<file path="config.mk">
export PLATFORM = sky130hd
export DESIGN_NAME = grid_fan_mesh_index_generator
export DESIGN_NICKNAME = d
export VERILOG_FILES = /design/src/rtl/gfm_pkg.sv /design/src/rtl/gfm_front.sv /design/src/rtl/gfm_queue.sv /design/src/rtl/gfm_back.sv /design/src/rtl/grid_fan_mesh_index_generator.sv
export SDC_FILE = /design/constraint.sdc
export NUM_CORES = 1
export LEC_CHECK = 0
export BUFFER_PORTS_ARGS = -buffer_cell sky130_fd_sc_hd__buf_2
export CORE_MARGIN = 1
export CORE_UTILIZATION = 45
export DETAILED_ROUTE_END_ITERATION = 8
export PLACE_DENSITY = 0.69
export SLEW_MARGIN = 20
export SYNTH_ARGS = -nofsm -noshare
export SYNTH_HDL_FRONTEND = slang
export SYNTH_SLANG_ARGS = --single-unit
</file>
<file path="constraint.sdc">
create_clock -name clk -period 9.5 [get_ports clk]
set_input_delay 1.9 -clock clk [delete_from_list [all_inputs] [get_ports clk]]
set_output_delay 1.9 -clock clk [all_outputs]
set_load 0.05 [all_outputs]
</file>
<file path="src/rtl/gfm_pkg.sv">
// shared types, constants and helper functions of the grid fan mesh index generator
package gfm_pkg;

  localparam int DIM_W           = 11;
  localparam int IDX_W           = 20;
  localparam int COORD_FRAC_BITS = 16;
  localparam int COORD_W         = COORD_FRAC_BITS + 1;
  localparam int CFG_W           = (COORD_W > DIM_W) ? COORD_W : DIM_W;
  localparam int CFG_IDX_W       = 2;
  localparam int MAX_COLUMNS_DEF = 1024;
  localparam int MAX_ROWS_DEF    = 1024;
  localparam int NTRI            = 8;
  localparam int TRI_W           = 3;
  localparam int QDEPTH          = 2;
  localparam int OUT_BITS        = IDX_W + 4 * COORD_W;
  localparam int OUT_W           = ((OUT_BITS + 7) / 8) * 8;
  localparam int IN_W            = 8;

  typedef enum logic [CFG_IDX_W-1:0] {
    REG_COLUMNS = 2'd0,
    REG_ROWS    = 2'd1,
    REG_STEP_A  = 2'd2,
    REG_STEP_B  = 2'd3
  } cfg_reg_t;

  typedef enum logic [3:0] {
    CN_C  = 4'd0,
    CN_UL = 4'd1,
    CN_UC = 4'd2,
    CN_UR = 4'd3,
    CN_CL = 4'd4,
    CN_CR = 4'd5,
    CN_LL = 4'd6,
    CN_LC = 4'd7,
    CN_LR = 4'd8
  } corner_t;

  typedef struct packed {
    logic [IDX_W-1:0]   idx;
    logic [COORD_W-1:0] pos_x;
    logic [COORD_W-1:0] pos_z;
    logic [COORD_W-1:0] tex_u;
    logic [COORD_W-1:0] tex_v;
    logic               center;
    logic [NTRI-1:0]    tri_mask;
  } desc_t;

  function automatic logic [COORD_W-1:0] sat_add(input logic [COORD_W-1:0] a,
                                                  input logic [COORD_W-1:0] b);
    logic [COORD_W:0] s;
    s = {1'b0, a} + {1'b0, b};
    return s[COORD_W] ? {COORD_W{1'b1}} : s[COORD_W-1:0];
  endfunction

  // second and third corner of each fan triangle, first is always the center
  function automatic corner_t fan_corner(input logic [TRI_W-1:0] t, input logic second);
    corner_t c;
    unique case (t)
      3'd0: c = second ? CN_CL : CN_UL;
      3'd1: c = second ? CN_UL : CN_UC;
      3'd2: c = second ? CN_UC : CN_UR;
      3'd3: c = second ? CN_UR : CN_CR;
      3'd4: c = second ? CN_CR : CN_LR;
      3'd5: c = second ? CN_LR : CN_LC;
      3'd6: c = second ? CN_LC : CN_LL;
      3'd7: c = second ? CN_LL : CN_CL;
    endcase
    return c;
  endfunction

  function automatic logic [IDX_W-1:0] corner_index(input logic [IDX_W-1:0] c,
                                                     input logic [IDX_W-1:0] cols,
                                                     input corner_t sel);
    logic [IDX_W-1:0] r;
    unique case (sel)
      CN_C:    r = c;
      CN_UL:   r = c - cols - IDX_W'(1);
      CN_UC:   r = c - cols;
      CN_UR:   r = c - cols + IDX_W'(1);
      CN_CL:   r = c - IDX_W'(1);
      CN_CR:   r = c + IDX_W'(1);
      CN_LL:   r = c + cols - IDX_W'(1);
      CN_LC:   r = c + cols;
      CN_LR:   r = c + cols + IDX_W'(1);
      default: r = c;
    endcase
    return r;
  endfunction

endpackage

</file>
<file path="src/rtl/gfm_front.sv">
// front end: configuration registers, grid walk state and step classification
module gfm_front #(
  parameter int MAX_COLUMNS = gfm_pkg::MAX_COLUMNS_DEF,
  parameter int MAX_ROWS    = gfm_pkg::MAX_ROWS_DEF,
  localparam int COL_W = $clog2(MAX_COLUMNS),
  localparam int ROW_W = $clog2(MAX_ROWS),
  localparam int CD_W  = $clog2(MAX_COLUMNS + 1),
  localparam int RD_W  = $clog2(MAX_ROWS + 1)
) (
  input  logic                           clk,
  input  logic                           rst_n,
  input  logic                           cfg_valid,
  output logic                           cfg_ready,
  input  logic [gfm_pkg::CFG_IDX_W-1:0]  cfg_index,
  input  logic [gfm_pkg::CFG_W-1:0]      cfg_data,
  input  logic                           step,
  input  logic                           restart,
  output gfm_pkg::desc_t                 desc,
  output logic [CD_W-1:0]                cols
);

  logic [gfm_pkg::DIM_W-1:0]   grid_cols_r, grid_rows_r;
  logic [gfm_pkg::COORD_W-1:0] step_a_r, step_b_r;

  logic [ROW_W-1:0]            row_r, row_nxt, e_row;
  logic [COL_W-1:0]            col_r, col_nxt, e_col;
  logic [gfm_pkg::IDX_W-1:0]   idx_r, idx_nxt, e_idx;
  logic [gfm_pkg::COORD_W-1:0] csb_r, csb_nxt, e_csb;
  logic [gfm_pkg::COORD_W-1:0] csa_r, csa_nxt, e_csa;
  logic [gfm_pkg::COORD_W-1:0] rsa_r, rsa_nxt, e_rsa;
  logic [gfm_pkg::COORD_W-1:0] rsb_r, rsb_nxt, e_rsb;

  logic [RD_W-1:0] rows;
  logic            clear, last_row, last_col, wrap_col, wrap_row;
  logic [31:0]     gc32, gr32;

  assign cfg_ready = 1'b1;

  always_ff @(posedge clk) begin
    if (!rst_n) begin
      grid_cols_r <= gfm_pkg::DIM_W'(2);
      grid_rows_r <= gfm_pkg::DIM_W'(2);
      step_a_r    <= gfm_pkg::COORD_W'(1 << gfm_pkg::COORD_FRAC_BITS);
      step_b_r    <= gfm_pkg::COORD_W'(1 << gfm_pkg::COORD_FRAC_BITS);
    end else if (cfg_valid) begin
      unique case (gfm_pkg::cfg_reg_t'(cfg_index))
        gfm_pkg::REG_COLUMNS: grid_cols_r <= cfg_data[gfm_pkg::DIM_W-1:0];
        gfm_pkg::REG_ROWS:    grid_rows_r <= cfg_data[gfm_pkg::DIM_W-1:0];
        gfm_pkg::REG_STEP_A:  step_a_r    <= cfg_data[gfm_pkg::COORD_W-1:0];
        gfm_pkg::REG_STEP_B:  step_b_r    <= cfg_data[gfm_pkg::COORD_W-1:0];
        default: ;
      endcase
    end
  end

  // dimensions clamped to the supported range
  assign gc32 = 32'(grid_cols_r);
  assign gr32 = 32'(grid_rows_r);
  assign cols = (gc32 < 32'd2) ? CD_W'(2) :
                (gc32 > 32'(MAX_COLUMNS)) ? CD_W'(MAX_COLUMNS) : CD_W'(gc32);
  assign rows = (gr32 < 32'd2) ? RD_W'(2) :
                (gr32 > 32'(MAX_ROWS)) ? RD_W'(MAX_ROWS) : RD_W'(gr32);

  always_comb begin
    clear = restart || (32'(row_r) >= 32'(rows)) || (32'(col_r) >= 32'(cols));
    e_row = clear ? '0 : row_r;
    e_col = clear ? '0 : col_r;
    e_idx = clear ? '0 : idx_r;
    e_csb = clear ? '0 : csb_r;
    e_csa = clear ? '0 : csa_r;
    e_rsa = clear ? '0 : rsa_r;
    e_rsb = clear ? '0 : rsb_r;

    last_row = (32'(e_row) + 32'd1) == 32'(rows);
    last_col = (32'(e_col) + 32'd1) == 32'(cols);

    desc.idx      = e_idx;
    desc.pos_x    = e_csb;
    desc.pos_z    = e_rsa;
    desc.tex_u    = e_rsb;
    desc.tex_v    = e_csa;
    desc.center   = e_row[0] & e_col[0];
    desc.tri_mask = 8'b0000_0011;
    if (!last_row && last_col) begin
      desc.tri_mask[7:6] = 2'b11;
    end else if (last_row && !last_col) begin
      desc.tri_mask[3:2] = 2'b11;
    end else if (!last_row && !last_col) begin
      desc.tri_mask[7:2] = 6'b11_1111;
    end

    wrap_col = last_col;
    wrap_row = last_row;
    idx_nxt  = e_idx + gfm_pkg::IDX_W'(1);
    col_nxt  = COL_W'(e_col + COL_W'(1));
    row_nxt  = e_row;
    csb_nxt  = gfm_pkg::sat_add(e_csb, step_b_r);
    csa_nxt  = gfm_pkg::sat_add(e_csa, step_a_r);
    rsa_nxt  = e_rsa;
    rsb_nxt  = e_rsb;
    if (wrap_col) begin
      col_nxt = '0;
      csb_nxt = '0;
      csa_nxt = '0;
      row_nxt = ROW_W'(e_row + ROW_W'(1));
      rsa_nxt = gfm_pkg::sat_add(e_rsa, step_a_r);
      rsb_nxt = gfm_pkg::sat_add(e_rsb, step_b_r);
      if (wrap_row) begin
        row_nxt = '0;
        idx_nxt = '0;
        rsa_nxt = '0;
        rsb_nxt = '0;
      end
    end
  end

  always_ff @(posedge clk) begin
    if (!rst_n) begin
      row_r <= '0;
      col_r <= '0;
      idx_r <= '0;
      csb_r <= '0;
      csa_r <= '0;
      rsa_r <= '0;
      rsb_r <= '0;
    end else if (step) begin
      row_r <= row_nxt;
      col_r <= col_nxt;
      idx_r <= idx_nxt;
      csb_r <= csb_nxt;
      csa_r <= csa_nxt;
      rsa_r <= rsa_nxt;
      rsb_r <= rsb_nxt;
    end
  end

endmodule

</file>
<file path="src/rtl/gfm_queue.sv">
// short descriptor queue between front and back end
module gfm_queue (
  input  logic           clk,
  input  logic           rst_n,
  input  logic           push,
  input  gfm_pkg::desc_t push_desc,
  output logic           push_ready,
  input  logic           pop,
  output logic           head_valid,
  output gfm_pkg::desc_t head_desc
);

  localparam int PTR_W = $clog2(gfm_pkg::QDEPTH);
  localparam int CNT_W = $clog2(gfm_pkg::QDEPTH + 1);

  gfm_pkg::desc_t   mem [gfm_pkg::QDEPTH];
  logic [PTR_W-1:0] wr_ptr_r, rd_ptr_r;
  logic [CNT_W-1:0] count_r;

  assign push_ready = count_r != CNT_W'(gfm_pkg::QDEPTH);
  assign head_valid = count_r != '0;
  assign head_desc  = mem[rd_ptr_r];

  always_ff @(posedge clk) begin
    if (push) begin
      mem[wr_ptr_r] <= push_desc;
    end
  end

  always_ff @(posedge clk) begin
    if (!rst_n) begin
      wr_ptr_r <= '0;
      rd_ptr_r <= '0;
      count_r  <= '0;
    end else begin
      if (push) begin
        wr_ptr_r <= wr_ptr_r + PTR_W'(1);
      end
      if (pop) begin
        rd_ptr_r <= rd_ptr_r + PTR_W'(1);
      end
      unique case ({push, pop})
        2'b10:   count_r <= count_r + CNT_W'(1);
        2'b01:   count_r <= count_r - CNT_W'(1);
        default: count_r <= count_r;
      endcase
    end
  end

endmodule

</file>
<file path="src/rtl/gfm_back.sv">
// back end: sequences vertex and triangle corner results into the output register
module gfm_back #(
  parameter int CD_W = 11
) (
  input  logic                         clk,
  input  logic                         rst_n,
  input  logic                         head_valid,
  input  gfm_pkg::desc_t               head_desc,
  output logic                         pop,
  input  logic [CD_W-1:0]              cols,
  output logic                         out_valid,
  input  logic                         out_ready,
  output logic                         out_kind,
  output logic [gfm_pkg::IDX_W-1:0]    out_idx,
  output logic [gfm_pkg::COORD_W-1:0]  out_pos_x,
  output logic [gfm_pkg::COORD_W-1:0]  out_pos_z,
  output logic [gfm_pkg::COORD_W-1:0]  out_tex_u,
  output logic [gfm_pkg::COORD_W-1:0]  out_tex_v,
  output logic                         out_last
);

  gfm_pkg::desc_t                cur_r;
  logic                          busy_r, busy_nxt;
  logic                          corner_r, corner_nxt;
  logic [gfm_pkg::TRI_W-1:0]     t_r, t_nxt;
  logic [1:0]                    k_r, k_nxt;
  logic [gfm_pkg::NTRI-1:0]      rem_r, rem_nxt, rem_clr;
  logic                          out_valid_r;
  logic                          can_out, emit, res_last;
  logic [gfm_pkg::IDX_W-1:0]     res_idx;
  gfm_pkg::corner_t              sel;

  function automatic logic [gfm_pkg::TRI_W-1:0] first_set(input logic [gfm_pkg::NTRI-1:0] m);
    logic [gfm_pkg::TRI_W-1:0] r;
    r = '0;
    for (int i = gfm_pkg::NTRI - 1; i >= 0; i--) begin
      if (m[i]) r = gfm_pkg::TRI_W'(i);
    end
    return r;
  endfunction

  assign can_out   = !out_valid_r || out_ready;
  assign emit      = busy_r && can_out;
  assign out_valid = out_valid_r;

  always_comb begin
    rem_clr = rem_r & ~(gfm_pkg::NTRI'(1) << t_r);
    if (k_r == 2'd0) begin
      sel = gfm_pkg::CN_C;
    end else begin
      sel = gfm_pkg::fan_corner(t_r, k_r == 2'd2);
    end
    res_idx  = gfm_pkg::corner_index(cur_r.idx, gfm_pkg::IDX_W'(cols), sel);
    res_last = corner_r ? ((k_r == 2'd2) && (rem_clr == '0)) : !cur_r.center;

    pop        = head_valid && (!busy_r || (emit && res_last));
    busy_nxt   = busy_r;
    corner_nxt = corner_r;
    t_nxt      = t_r;
    k_nxt      = k_r;
    rem_nxt    = rem_r;
    if (emit) begin
      if (res_last) begin
        busy_nxt = 1'b0;
      end else if (!corner_r) begin
        corner_nxt = 1'b1;
        rem_nxt    = cur_r.tri_mask;
        t_nxt      = first_set(cur_r.tri_mask);
        k_nxt      = 2'd0;
      end else if (k_r == 2'd2) begin
        k_nxt   = 2'd0;
        rem_nxt = rem_clr;
        t_nxt   = first_set(rem_clr);
      end else begin
        k_nxt = k_r + 2'd1;
      end
    end
    if (pop) begin
      busy_nxt   = 1'b1;
      corner_nxt = 1'b0;
      k_nxt      = 2'd0;
    end
  end

  always_ff @(posedge clk) begin
    if (pop) begin
      cur_r <= head_desc;
    end
    if (emit) begin
      out_kind  <= corner_r;
      out_idx   <= corner_r ? res_idx : cur_r.idx;
      out_pos_x <= corner_r ? '0 : cur_r.pos_x;
      out_pos_z <= corner_r ? '0 : cur_r.pos_z;
      out_tex_u <= corner_r ? '0 : cur_r.tex_u;
      out_tex_v <= corner_r ? '0 : cur_r.tex_v;
      out_last  <= res_last;
    end
  end

  always_ff @(posedge clk) begin
    if (!rst_n) begin
      busy_r      <= 1'b0;
      corner_r    <= 1'b0;
      t_r         <= '0;
      k_r         <= '0;
      rem_r       <= '0;
      out_valid_r <= 1'b0;
    end else begin
      busy_r   <= busy_nxt;
      corner_r <= corner_nxt;
      t_r      <= t_nxt;
      k_r      <= k_nxt;
      rem_r    <= rem_nxt;
      if (emit) begin
        out_valid_r <= 1'b1;
      end else if (out_ready) begin
        out_valid_r <= 1'b0;
      end
    end
  end

endmodule

</file>
<file path="src/rtl/grid_fan_mesh_index_generator.sv">
// Grid fan mesh index generator: walks a vertex grid row-major, one vertex per input
// transfer, and gives a vertex result followed, at odd row and odd column, by fan
// triangle corner indices. The input side takes one step per cycle while the
// two-entry descriptor queue has room. The output sequencer gives one result per
// cycle while the output is not stalled; a fan center with 2, 4 or 8 triangles adds
// three corner indices per triangle; the sustained rate is set by that sequencer.
// There is no clearing pass after reset.
module grid_fan_mesh_index_generator #(
  parameter int MAX_COLUMNS = gfm_pkg::MAX_COLUMNS_DEF,
  parameter int MAX_ROWS    = gfm_pkg::MAX_ROWS_DEF
) (
  input  logic                          clk,
  input  logic                          rst_n,
  input  logic                          cfg_valid,
  output logic                          cfg_ready,
  input  logic [gfm_pkg::CFG_IDX_W-1:0] cfg_index,
  input  logic [gfm_pkg::CFG_W-1:0]     cfg_data,
  input  logic                          in_tvalid,
  output logic                          in_tready,
  input  logic [gfm_pkg::IN_W-1:0]      in_tdata,   // restart
  output logic                          out_tvalid,
  input  logic                          out_tready,
  output logic [gfm_pkg::OUT_W-1:0]     out_tdata,  // index_value, pos_x, pos_z, tex_u, tex_v
  output logic [0:0]                    out_tuser,  // kind
  output logic                          out_tlast
);

  localparam int CD_W = $clog2(MAX_COLUMNS + 1);

  gfm_pkg::desc_t              push_desc, head_desc;
  logic                        step, q_ready, head_valid, pop;
  logic [CD_W-1:0]             cols;
  logic                        o_kind;
  logic [gfm_pkg::IDX_W-1:0]   o_idx;
  logic [gfm_pkg::COORD_W-1:0] o_px, o_pz, o_tu, o_tv;

  assign in_tready = q_ready;
  assign step      = in_tvalid && q_ready;

  gfm_front #(
    .MAX_COLUMNS (MAX_COLUMNS),
    .MAX_ROWS    (MAX_ROWS)
  ) u_front (
    .clk       (clk),
    .rst_n     (rst_n),
    .cfg_valid (cfg_valid),
    .cfg_ready (cfg_ready),
    .cfg_index (cfg_index),
    .cfg_data  (cfg_data),
    .step      (step),
    .restart   (in_tdata[0]),
    .desc      (push_desc),
    .cols      (cols)
  );

  gfm_queue u_queue (
    .clk        (clk),
    .rst_n      (rst_n),
    .push       (step),
    .push_desc  (push_desc),
    .push_ready (q_ready),
    .pop        (pop),
    .head_valid (head_valid),
    .head_desc  (head_desc)
  );

  gfm_back #(
    .CD_W (CD_W)
  ) u_back (
    .clk        (clk),
    .rst_n      (rst_n),
    .head_valid (head_valid),
    .head_desc  (head_desc),
    .pop        (pop),
    .cols       (cols),
    .out_valid  (out_tvalid),
    .out_ready  (out_tready),
    .out_kind   (o_kind),
    .out_idx    (o_idx),
    .out_pos_x  (o_px),
    .out_pos_z  (o_pz),
    .out_tex_u  (o_tu),
    .out_tex_v  (o_tv),
    .out_last   (out_tlast)
  );

  assign out_tdata = gfm_pkg::OUT_W'({o_tv, o_tu, o_pz, o_px, o_idx});
  assign out_tuser = o_kind;

endmodule

</file>
==> results of run 1 <==
[through the flow]
stage / instances / worst slack, ns / utilization, % / area (sq um)
floorplan: 2810 / 2.354 / - / 29230
global placement: 3660 / 2.034 / 47.44 / 30530
detailed placement: 3660 / 1.900 / 47.44 / 30530
CTS: 3764 / 2.206 / 50.61 / 32570
global route: 3764 / 1.363 / 50.63 / 32580
finish: 3764 / 2.073 / 50.63 / 32580
[Yosys cell counts (all sizes together) (43+ instances only)]
cell type / number / area [sq um]
xnor2: 94 / 823.3
nor3: 44 / 230.2
nand2: 300 / 1129
ha: 117 / 1464
nand3: 61 / 305.3
edfxtp: 366 / 10990
xor2: 43 / 376.6
a21oi: 119 / 595.6
clkbuf: 117 / 439.2
nor2b: 131 / 819.5
dfxtp: 184 / 3684
a21boi: 58 / 435.4
o21ai: 163 / 815.8
and2: 114 / 713.2
nor2: 172 / 645.6
inv: 75 / 281.5
mux2: 94 / 1059
[power by group through the flow]
stage          clock network [mW]  registers [mW]  logic (mW)
2_1_floorplan                   0            3.77        1.63
3_3_place_gp                    0            3.47        2.52
3_5_place_dp                    0            3.48        2.56
4_1_cts                      2.40            3.44        2.57
5_1_grt                      2.50            3.48        2.78
6_report                     2.36            3.43        2.57
[worst paths after layout]
path | start | to | slack (ns) | cells past startpoint
max | u_front.grid_cols_r[10] | u_front.idx_r[4] | 2.07 | 21
min | u_front.rsb_r[13] | u_front.rsb_r[13] | 0.43 | 2
max reg2reg | u_front.grid_cols_r[10] | u_front.idx_r[4] | 2.07 | 21
min reg2reg | u_front.rsb_r[13] | u_front.rsb_r[13] | 0.43 | 2
[routing by layer]
metal | wire length [microns] | part of all wire [%] | vias up
li1 | - | - | 10350
met1 | 33210 | 45 | 10420
met2 | 34260 | 47 | 664
met3 | 3917 | 5.4 | 111
met4 | 1790 | 2.4 | 0
met5 | 0 | 0 | -
[cells in the final DEF (no fill, tap or decap), drive strengths merged, types with 79 or more instances in the layout]
| cell type | count |
|---|---|
| edfxtp | 366 |
| nand2 | 300 |
| dfxtp | 184 |
| nor2 | 172 |
| o21ai | 163 |
| buf | 141 |
| nor2b | 131 |
| a21oi | 119 |
| ha | 117 |
| and2 | 114 |
| xnor2 | 94 |
| mux2 | 94 |
| clkbuf | 79 |
[layout make-up]
class / instances / area share, %
flip-flops and latches: 550 / 45.06
multi-input cells: 2037 / 42.13
clock buffers: 79 / 5.181
well taps: 855 / 3.284
repair buffers: 141 / 2.366
clock inverters: 25 / 1.083
inverters: 77 / 0.8911
[state kept, by name, indices dropped and copies added (netlist names), 3 cells and up]
register and cells:
u_back.cur_r 92, u_back.out_idx 20, u_back.out_pos_x 17, u_back.out_pos_z 17
u_back.out_tex_u 17, u_back.out_tex_v 17, u_back.rem_r 8, u_back.t_r 3
u_front.col_r 10, u_front.csa_r 17, u_front.csb_r 17, u_front.grid_cols_r 11
u_front.grid_rows_r 11, u_front.idx_r 20, u_front.row_r 10, u_front.rsa_r 17
u_front.rsb_r 17, u_front.step_a_r 17, u_front.step_b_r 17, u_queue.mem 184
[tightest hold or removal path: stages (launching register included)]
cell	delay, ns
dfxtp_1	0.30
nand2_1	0.05
nand2_1	0.04
[cells by family after synthesis]
| family | count (synthesis) |
|---|---|
| AOI/OAI and AO/OA | 636 |
| xor gates and xnor gates | 137 |
| adders and majority gates | 123 |
| buffers and inverters | 223 |
| DFF | 550 |
| muxes | 130 |
| other | 1 |
| and+or+nand+nor | 1010 |
==> impl_results.md, run 1 <==
- Run status: completed
- Final total power: about 8.4 mW
- Crit path DAT: 7.91 ns
- P_leak: ~12 nW
- Worst-path fanout max: 43
- Pint: approximately 5.5 mW
- Fillers: approximately 5600
- Worst path top cell family by delay: compound AO/OA/AOI/OAI gates
- Cell Chain, Critical Path: clkinv_1 > nand2_1 > ha_1 > a41oi_1 > o21ai_0 > a21oi_1 > o221a_2 > and2_1 > ha_1 > nand3_1 > xnor2_1 > nand3b_1 > o22ai_1 > nand3b_1 > a22oi_1 > and4_1 > inv_1 > o21ai_1 > nor2_1 > a22oi_1 > nor2b_1
- Core ar.: roughly 0.064 sq mm
- Post-CTS Setup Inserts: 0
- CTS buffer count: between 50 and 60
- Max Fclk: ~130 MHz
- # nets final: between 3000 and 4000
- Global route hottest layer: met2
- Global placement routability congestion: 0.9212
- Main synth FF type: edfxtp_1
- Grt total ovfl: 0
- Post-synth net total: slightly below 3000
- XOR/XNOR Fraction of Synth Area: approximately 4.1%
- 1st-pass router iterations: 5
- Mux cell area share after synthesis: 4.855%
- Post-Synth Adder-Cell Area: around 5.4%
- Critical path class: reg -> reg
- Vias in the first global route: 20920
- Flops & latches, synth: 550
- PwrDens: 256.6 mW/mm^2
- WP data required: 9.99 ns
- Die width: between 200 and 300 microns
- Worst slew pin tran: ~1.1 ns
- Class of the worst hold path: reg -> reg
- CTS sink count: 550
- Combinational share of power: 30.7%
- CP Launch Type: flip-flop
- Post-synth ARST share: 0%
- Worst relative slew slack: about a quarter
- Setup violators final: 0
- Maximum vdd drop: 0.1659 mV
- Rows: 93
- Total vias in the final route: 21550
- Grt met1 use: approximately 30%
- Final period util: around four fifths
- Diode count: 0
- Largest net degree at the start of global routing: 75
- Post-Route WL: roughly 73000 microns
- Worst-path clk slew: 0.06 ns
- Worst clock skew: between 0.06 and 0.07 ns
- Area delta synth->final: 11.46%
- Antenna-violating nets left: 0
- Syn Inst Count: approximately 2800
- DRC viols: 0
- CTS Root Cell: clkbuf_16
- Synth Warn #: 0
- Yosys cell types: 96
- Vias per cell: roughly 5.7
- Buf+Inv Stages, Crit Path: 2
- CTS tree: done
- Area of the multi-input gates: 0.01373 sq mm
- Slew Limit Fails: 0
- Die area: ~0.066 sq mm
- Layout cell share with drive strength beyond 1: a little over an eighth
- Sequential-to-total area share from yosys stat: around half
- Antenna violations before repair: 1
- RSZ-0062 raised after global routing: no
- Initial core utilization: a little under half
- Largest family of logic cells by synthesized area: simple AND/OR/NAND/NOR gates
- Met3 GRT Util: roughly 2.9%
- Height of the die: about 260 microns
- Max cap viols: 0
- DR WL/cell: slightly below 20 microns
- Sum Neg Setup Slack: 0 ns
- H-tree depth: 2
- Final Critical Period: between 7 and 8 ns
- Port buffer count: about 120
- Post-cts sizing count: 0
- Fraction of the mapped netlist area in simple logic gates: between 15 and 20%
- Cell area after synthesis: between 0.02 and 0.03 sq mm
- Switch Pwr: 2.908 mW
- Critical Path End Type: flip-flop
- Flop pwr share: around two fifths
- GR Util met2: 35.93%
- Post-synth EDFFs: between 300 and 400
- Global-route wire length before repair: roughly 110000 microns
- GR Util All Layers: a little over a fifth
- Biggest cell delay along the critical path: about 0.92 ns
- Hold buffer count at cts: 0
- Fin Hold WS: around 0.43 ns
- DPL Wire Length: 51730 microns
- Syn avg cell area: about 10 sq um
- Switching part of the total: around a third
- IO Pins: about 130
- DRC violation total after the first TritonRoute iteration: around 1500
- Clock latency on the worst-skew pair: between 0.6 and 0.7 ns
- Slowest stage cell, crit path: o221a_2
- Register area: between 0.01 and 0.015 sq mm
- Clock power share: about 28%
- Fin. Hold Viols: 0
- Post-synthesis compound-gate area fraction: around 15%
- Longest Clk Path Bufs: 3
(Power assumes the default switching activity.)
==> run 2: changes to the inputs <==
==> constraint.sdc (replaced) <==
create_clock -name clk -period 7.4 [get_ports clk]
set_input_delay 1.48 -clock clk [delete_from_list [all_inputs] [get_ports clk]]
set_output_delay 1.48 -clock clk [all_outputs]
set_load 0.05 [all_outputs]
==> run 2 against run 1 <==
Final area shrank 0.36%. Via count grew 0.30%. Utilization shrank 0.18 points. Clock-buffer cell count shrank 1. Combinational power grew 30%. Cell count grew 0.35%. Sequential cell count is the same. Clock skew shrank 0.014 ns. Critical path depth grew 1. Fmax grew 10%.
==> impl_results.md, run 2 (synthesis results as in run 1) <==
- Longest Clk Path Bufs: 3 (unchanged)
- PwrDens: 323.9 mW/mm^2 (+26%)
- Global placement routability congestion: 0.9280 (+0.74%)
- Max Fclk: 148.2 MHz (+10%)
- DRC violation total after the first TritonRoute iteration: 1572 (+1.8%)
- Maximum vdd drop: 0.2566 mV (+55%)
- Reg2reg end: u_front.rsb_r[1]
- Antenna-violating nets left: 0 (unchanged)
- Worst path depth: 22 (+4.8%)
- Largest Register: u_queue.mem
- Height of the die: 256.8 microns (unchanged)
- Worst-path fanout max: 35 (-19%)
- Grt total ovfl: 0 (unchanged)
- Area delta synth->final: 11.07%
- Commonest non-fill, non-tap cell in the layout: edfxtp_1
- Vias in the first global route: 21200 (+1.3%)
- Initial core utilization: 45.42% (unchanged)
- Switch Pwr: 3.755 mW (+29%)
- Layout cell share with drive strength beyond 1: 13.12% (+0.054 points)
- Largest net degree at the start of global routing: 110 (+47%)
- Final total power: 10.51 mW (+26%)
- Post-CTS Setup Inserts: 0 (unchanged)
- Flop pwr share: 41.9% (+0.8 points)
- CTS Root Cell: clkbuf_16
- CP Launch Type: flip-flop
- Slew Limit Fails: 0 (unchanged)
- Clock latency on the worst-skew pair: 0.65 ns (about the same)
- Most frequent cells in the layout: edfxtp_1, nand2_1, dfxtp_1, nor2_1, o21ai_0
- Critical path class: reg -> reg
- Worst Hold End: u_front.rsa_r[13]
- Die area: 0.06597 sq mm (unchanged)
- 1st-pass router iterations: 6 (+1)
- Sum Neg Setup Slack: 0 ns (unchanged)
- Slowest stage cell, crit path: a2111oi_1
- RSZ-0062 raised after global routing: no
- Buf+Inv Stages, Crit Path: 1 (-1)
- Biggest cell delay along the critical path: 0.65 ns (-0.27 ns)
- IO Pins: 125 (unchanged)
- Total vias in the final route: 21610 (+0.30%)
- R2R setup slack: 0.65 ns (-1.42 ns)
- Run status: completed
- Util after Layout: 50.44% (-0.18 points)
- DPL Wire Length: 52260 microns (+1.0%)
- CP most frequent cell: a21oi_1
- CTS sink count: 550 (unchanged)
- H-tree depth: 2 (unchanged)
- CTS buffer count: 56 (+1.8%)
- Combinational share of power: 31.7% (+1.0 points)
- Post-Route WL: 73410 microns (+0.31%)
- CTS tree: done
- Final period util: 91.17% (+13 points)
- # nets final: 3027 (+0.33%)
- Max cap viols: 0 (unchanged)
- Pint: 6.758 mW (+24%)
- Worst slew pin tran: 1.096 ns (-0.03723 ns)
- Worst-path clk slew: 0.06 ns (about the same)
- Fin Hold WS: 0.4341 ns (+0.002354 ns)
- Final Critical Period: 6.747 ns (-0.6806 ns)
- P_leak: 12.08 nW (-0.50%)
- Global-route wire length before repair: 116600 microns (+1.4%)
- Crit path DAT: 7.24 ns (-0.67 ns)
- Core ar.: 0.06435 sq mm (unchanged)
- Fin. Hold Viols: 0 (unchanged)
- Setup violators final: 0 (unchanged)
- Min-delay src: u_front.rsa_r[13]
- Clock power share: 26.4% (-1.8 points)
- WP data required: 7.89 ns (-2.10 ns)
- Switching part of the total: 35.72% (+0.93 points)
- FF-to-FF path depth: 22 (+4.8%)
- Class of the worst hold path: reg -> reg
- Worst clock skew: 0.05434 ns (-0.01366 ns)
- Max reg flops: 184 (unchanged)
- Rows: 93 (unchanged)
- Vias per cell: 5.721 (about the same)
- Reg-to-reg startpoint: u_front.grid_cols_r[3]
- Antenna violations before repair: 1 (unchanged)
- Critical Path End Type: flip-flop
- Worst relative slew slack: 26.64% (+2.2 points)
- Top Registers: u_queue.mem: 184 flops, u_back.cur_r: 92 flops
- Worst path top cell family by delay: compound AO/OA/AOI/OAI gates
- Cell Chain, Critical Path: nor4_2 > nand3_1 > o31ai_1 > nand2_1 > ha_1 > a41oi_1 > o21ai_0 > a21oi_1 > o221a_2 > buf_4 > and2_1 > ha_1 > a21oi_1 > o21bai_1 > a2111oi_1 > o31ai_1 > a2111oi_1 > nor2_1 > nor2_1 > nor2_1 > a21oi_1 > a21oi_1
- GR Util All Layers: 22.06% (+0.30 points)
- Die width: 256.8 microns (unchanged)
- Port buffer count: 116 (unchanged)
- Hold Crit Depth: 2 (unchanged)
- DRC viols: 0 (unchanged)
- DR WL/cell: 19.44 microns (about the same)
run 2: cell count changes in the layout (fill, tap and decap cells not counted), sizes merged:
cell and delta:
clkbuf -1, diode +2, buf +9, inv -1
clkinv +8, bufinv -4
run 2: through the flow:
stage                     cells  setup WS (ns)  area [sq um]
after floorplan            2810         0.6739         29230
after global placement     3669         0.6961         30610
after detailed placement   3669         0.5380         30610
after CTS                  3775         0.4919         32440
after global routing       3775        0.08867         32450
final                      3777         0.6535         32460
run 2: final cells by class:
| class | count | area (sq um) |
|---|---|---|
| multi-input cells | 2037 | 13740 |
| well taps | 855 | 1070 |
| fillers | 5642 | 31890 |
| clock buffers | 78 | 1565 |
| clock inverters | 28 | 264.0 |
| flip-flops and latches | 550 | 14680 |
| diodes | 2 | 5.005 |
| inverters | 77 | 290.3 |
| repair buffers | 150 | 850.8 |
run 2: worst max path at each step:
stage | end | start
after floorplan | u_queue.mem[0][10] | in_tvalid
after global placement | u_front.rsb_r[1] | u_front.grid_cols_r[3]
after detailed placement | u_front.rsb_r[1] | u_front.grid_cols_r[3]
after CTS | u_front.rsb_r[1] | u_front.grid_cols_r[3]
after global routing | u_front.rsa_r[1] | u_front.grid_cols_r[3]
final | u_front.rsb_r[1] | u_front.grid_cols_r[3]
run 2: routing by layer:
layer	up-vias	track usage, %	wire length [microns]
met3	114	3.371	4181
met4	0	6.878	1894
met5	-	0	0
met1	10490	30.52	33630
met2	640	35.48	33700
li1	10370	-	-
run 2: power by group through the flow:
stage | clock network [mW] | logic [mW] | registers, mW
global placement | 0 | 3.26 | 4.46
finish | 2.78 | 3.33 | 4.41
CTS | 2.83 | 3.33 | 4.41
detailed placement | 0 | 3.32 | 4.47
floorplan | 0 | 2.09 | 4.85
global route | 2.95 | 3.62 | 4.47
run 2: repair_timing:
action / in CTS / in global routing
hold buffers: 0 / 0
setup endpoints to repair: 0 / 20
gates resized for setup: 0 / 4
run 2: worst reg2reg max path, stage by stage (launching register included):
cell	delay, ns
dfxtp_1	0.37
nor4_2	0.43
nand3_1	0.21
o31ai_1	0.41
nand2_1	0.23
ha_1	0.24
a41oi_1	0.14
o21ai_0	0.11
a21oi_1	0.43
o221a_2	0.55
buf_4	0.41
and2_1	0.23
ha_1	0.27
a21oi_1	0.23
o21bai_1	0.12
a2111oi_1	0.65
o31ai_1	0.28
a2111oi_1	0.54
nor2_1	0.38
nor2_1	0.18
nor2_1	0.05
a21oi_1	0.11
a21oi_1	0.08
